===== config.mk =====
export PLATFORM = sky130hd
export DESIGN_NAME = ftn_log_stage
export DESIGN_NICKNAME = d
export VERILOG_FILES = /design/src/rtl/core/ftn_pkg.sv /design/src/rtl/core/ftn_log_stage.sv
export SDC_FILE = /design/constraint.sdc
export NUM_CORES = 2
export LEC_CHECK = 0
export BUFFER_PORTS_ARGS = -buffer_cell sky130_fd_sc_hd__buf_2
export CORE_ASPECT_RATIO = 0.9
export CORE_MARGIN = 1.5
export CORE_UTILIZATION = 55
export DETAILED_ROUTE_END_ITERATION = 16
export PLACE_DENSITY = 0.75
export SKIP_CTS_REPAIR_TIMING = 1
export SLEW_MARGIN = 25
export SYNTH_ARGS = -nofsm -noshare
export SYNTH_HDL_FRONTEND = slang
export SYNTH_SLANG_ARGS = --single-unit

===== constraint.sdc =====
create_clock -name clk -period 9.8 [get_ports clk]
set_input_delay 2.45 -clock clk [delete_from_list [all_inputs] [get_ports clk]]
set_output_delay 2.45 -clock clk [all_outputs]
set_load 0.01 [all_outputs]

===== src/rtl/core/ftn_pkg.sv =====
package ftn_pkg;

    localparam int FreqW = 32;
    localparam int LogFrac = 24;
    localparam int LogW = 5 + LogFrac;
    localparam int LogSteps = 1;
    localparam int LogStages = LogFrac / LogSteps;
    localparam int SemiW = 12;
    localparam logic [FreqW-1:0] RefReset = 32'd28835840;

    typedef logic [3:0] note_t;
    typedef logic signed [5:0] oct_t;
    typedef logic signed [9:0] detune_t;

    function automatic logic [31:0] semi_ratio(input logic [3:0] k);
        logic [31:0] r;
        begin
            case (k)
                4'd0: r = 32'd2147483648;
                4'd1: r = 32'd2275179671;
                4'd2: r = 32'd2410468894;
                4'd3: r = 32'd2553802834;
                4'd4: r = 32'd2705659852;
                4'd5: r = 32'd2866546760;
                4'd6: r = 32'd3037000500;
                4'd7: r = 32'd3217589947;
                4'd8: r = 32'd3408917802;
                4'd9: r = 32'd3611622603;
                4'd10: r = 32'd3826380858;
                4'd11: r = 32'd4053909305;
                default: r = 32'd0;
            endcase
            return r;
        end
    endfunction

    function automatic logic [4:0] msb_pos(input logic [31:0] x);
        logic [4:0] m;
        begin
            m = '0;
            for (int i = 0; i < 32; i++)
            begin
                if (x[i])
                begin
                    m = 5'(i);
                end
            end
            return m;
        end
    endfunction

endpackage


===== src/rtl/core/ftn_log_stage.sv =====
module ftn_log_stage
    import ftn_pkg::*;
(
    input  logic        clk,
    input  logic        en,
    input  logic [32:0] m_a,
    input  logic [32:0] m_b,
    input  logic [LogFrac-1:0] f_a,
    input  logic [LogFrac-1:0] f_b,
    output logic [32:0] m_a_reg,
    output logic [32:0] m_b_reg,
    output logic [LogFrac-1:0] f_a_reg,
    output logic [LogFrac-1:0] f_b_reg
);

    // LogSteps squaring steps on each of two mantissas; one step is a 32x32
    // square, so a single step per stage keeps every stage one multiply deep.
    function automatic logic [LogFrac+32:0] sq_steps(input logic [32:0] m0,
                                                     input logic [LogFrac-1:0] f0);
        logic [32:0] m;
        logic [LogFrac-1:0] f;
        logic [63:0] p;
        logic [32:0] t;
        begin
            m = m0;
            f = f0;
            for (int i = 0; i < LogSteps; i++)
            begin
                p = m[31:0] * m[31:0];
                t = p[63:31];
                f = {f[LogFrac-2:0], t[32]};
                m = t[32] ? {1'b0, t[32:1]} : t;
            end
            return {f, m};
        end
    endfunction

    logic [LogFrac+32:0] ra, rb;

    always_comb
    begin
        ra = sq_steps(m_a, f_a);
        rb = sq_steps(m_b, f_b);
    end

    always_ff @(posedge clk)
    begin
        if (en)
        begin
            m_a_reg <= ra[32:0];
            f_a_reg <= ra[LogFrac+32:33];
            m_b_reg <= rb[32:0];
            f_b_reg <= rb[LogFrac+32:33];
        end
    end

endmodule


==> impl_metrics.toml <==
[run_status]
outcome = "complete, no violations"

[grt]
grtUsageMet2 = 0.484
use_met1 = 0.401
grt_busiest_layer = "met2"
antenna_found_initial = 4
grt_pass1_wl_um = 267000
grt_overflow = 0
first_global_vias = 51900
grt_max_degree = 82
grtUsageTotal = 0.295
grtUsageMet3 = 0.0642

[worst_setup_path]
cp-start-kind = "input pin"
critical_path_required_ns = 9.94
crit_type = "input pin to flip-flop"
worstPathMaxFanout = 9
cp.arrival_ns = 9.90
crit_top_cell = "fa_1"
crit_buf_inv = 7
cp_slowest_cell = "fa_2"
cp_top_family = "adder cells"
worst_setup_path_end_kind = "flip-flop"
crit_path_max_incr_delay_ns = 0.59

[worst_hold_path]
hp-start = "f_a[3]"
hold_class = "input pin to flip-flop"
hold_end = "f_a_reg[4]$_DFFE_PP_"
min_delay_path_depth = 1

[clocking]
cts-buffers-inserted = 9
cts_max_path_buffers = 2
clock_sinks = 112
cts_tree = "yes"
cts-root-buf = "clkbuf_16"
cts.htree.levels = 3
clk_pin_slew_ns = 0.09

[logic_synthesis]
synthArstFlopShare = 0
synth-compound-area-share = 0.0507
netlist.area_leader.share = 0.507
synth_mux_area_frac = 0.0106
synth-seq-area-share = 0.0538
yosys.area_share.adder = 0.627
synthSimpleGateAreaFrac = 0.102
ys.flop_type = "edfxtp_1"
syn_area_mm2 = 0.0625
ys_ff_latch = 112
yosysWarnings = 0
syn_area_per_cell_um2 = 9.62
synthCells = 6497
synth_top_family_by_area = "adder cells"
synth-edff-count = 112
synth_area_leaders = "fa_1 51%, ha_1 12%, inv_1 12%"
ys_types = 81
synth-xor-area-share = 0.0221
yosysTopAreaCell = "fa_1"

[final_layout]
area_delta_synth_final_pct = 18.9
layout-drive-gt1-share = 0.199
fin_area_mm2 = 0.0743
layout_common_cells = "1942 x inv_1, 1545 x fa_1, 832 x buf_4"
final_nets = 9708
fin_cells = 8905
final_common_cell = "inv_1"

[timing]
tightestPinTransition_ns = 0.730
period_needed_ns = 9.76
final_max_slew_viol_count = 0
max_freq_mhz = 102
hold_viol = 0
finalSetupTns_ns = 0
setup_viol = 0
timing.final.ws_setup_ns = 0.0362
rsz0062_at_grt = "true"
max_slew_margin = 0.513
min_period_over_period = 0.996

[routing]
viasPerCell = 5.23
wl_um = 165000
drt_iter0_markers = 2976
detail-route-antenna-nets = 0
dr.pass1.iters = 5
wl_per_cell_um = 18.5
num_vias = 46500
drc = 0

[placement]
placed_cell_area_mm2 = 0.0715
dp_hpwl_um = 144000
place_congestion = 0.979
place_ws_ns = -0.697
numPortBuffers = 223
placed_cells = 8837

[floorplanning]
io_pins = 230
die_area_mm2 = 0.116
die-width_um = 358
fp.dieH_um = 323
rows = 117
start_util = 0.554
core_area_mm2 = 0.113

[run]
cap_violations = 0
## layout make-up
| cell class | count | area [um^2] |
|---|---|---|
| well taps | 1487 | 1860 |
| inverters | 1966 | 7390 |
| repair buffers | 1145 | 9240 |
| clock buffers | 9 | 225 |
| fillers | 8416 | 38600 |
| flip-flops and latches | 112 | 3360 |
| clock inverters | 7 | 96.3 |
| diodes | 1 | 2.50 |
| multi-input cells | 4178 | 52100 |
## through the flow
stage | util | hold slack [ns]
finish | 0.658 | 2.22
global route | 0.658 | 2.21
CTS | 0.636 | 2.21
detailed placement | 0.634 | 2.63
global placement | 0.634 | 2.63
floorplan | - | 2.55
## worst max-delay path by stage
stage                       start                   endpoint  slack, ns  cells past startpoint
after global routing       m_a[4]      m_a_reg[14]$_DFFE_PP_      -0.20                     33
after detailed placement  m_b[12]  m_b_reg[31]$_SDFFCE_PP1P_      -0.70                     28
after CTS                 m_a[15]      m_a_reg[30]$_DFFE_PP_      -0.29                     28
after floorplan           m_a[26]      m_a_reg[30]$_DFFE_PP_       0.02                     28
after global placement     m_a[4]       m_a_reg[2]$_DFFE_PP_      -0.60                     27
final                      m_a[2]      m_a_reg[23]$_DFFE_PP_       0.04                     27
## synth_stat cells, types with 28 or more instances
library cell / count
fa_1: 1582
inv_1: 1965
a21oi_1: 128
nand2_1: 577
xnor2_1: 76
a21o_1: 73
clkbuf_1: 216
o21ai_0: 78
nor2_1: 109
nand4_1: 29
edfxtp_1: 112
and2_1: 459
mux2_2: 35
xor2_1: 80
a31oi_1: 28
ha_1: 598
## per-layer routing
metal | wire, um | vias up
li1 | - | 20800
met1 | 66100 | 23700
met2 | 79400 | 1731
met3 | 14600 | 287
met4 | 4700 | 4
met5 | 23 | -
## kinds of logic after synthesis
| group | after synthesis |
|---|---|
| adders and majority gates | 2180 |
| muxes | 61 |
| AOI/OAI and AO/OA | 474 |
| and+or+nand+nor | 1304 |
| other | 1 |
| xor gates and xnor gates | 157 |
| DFF | 112 |
| buffers and inverters | 2208 |
Power is not shown: default switching activity piles up to over one toggle a cycle in this logic, so the estimate is an artifact.
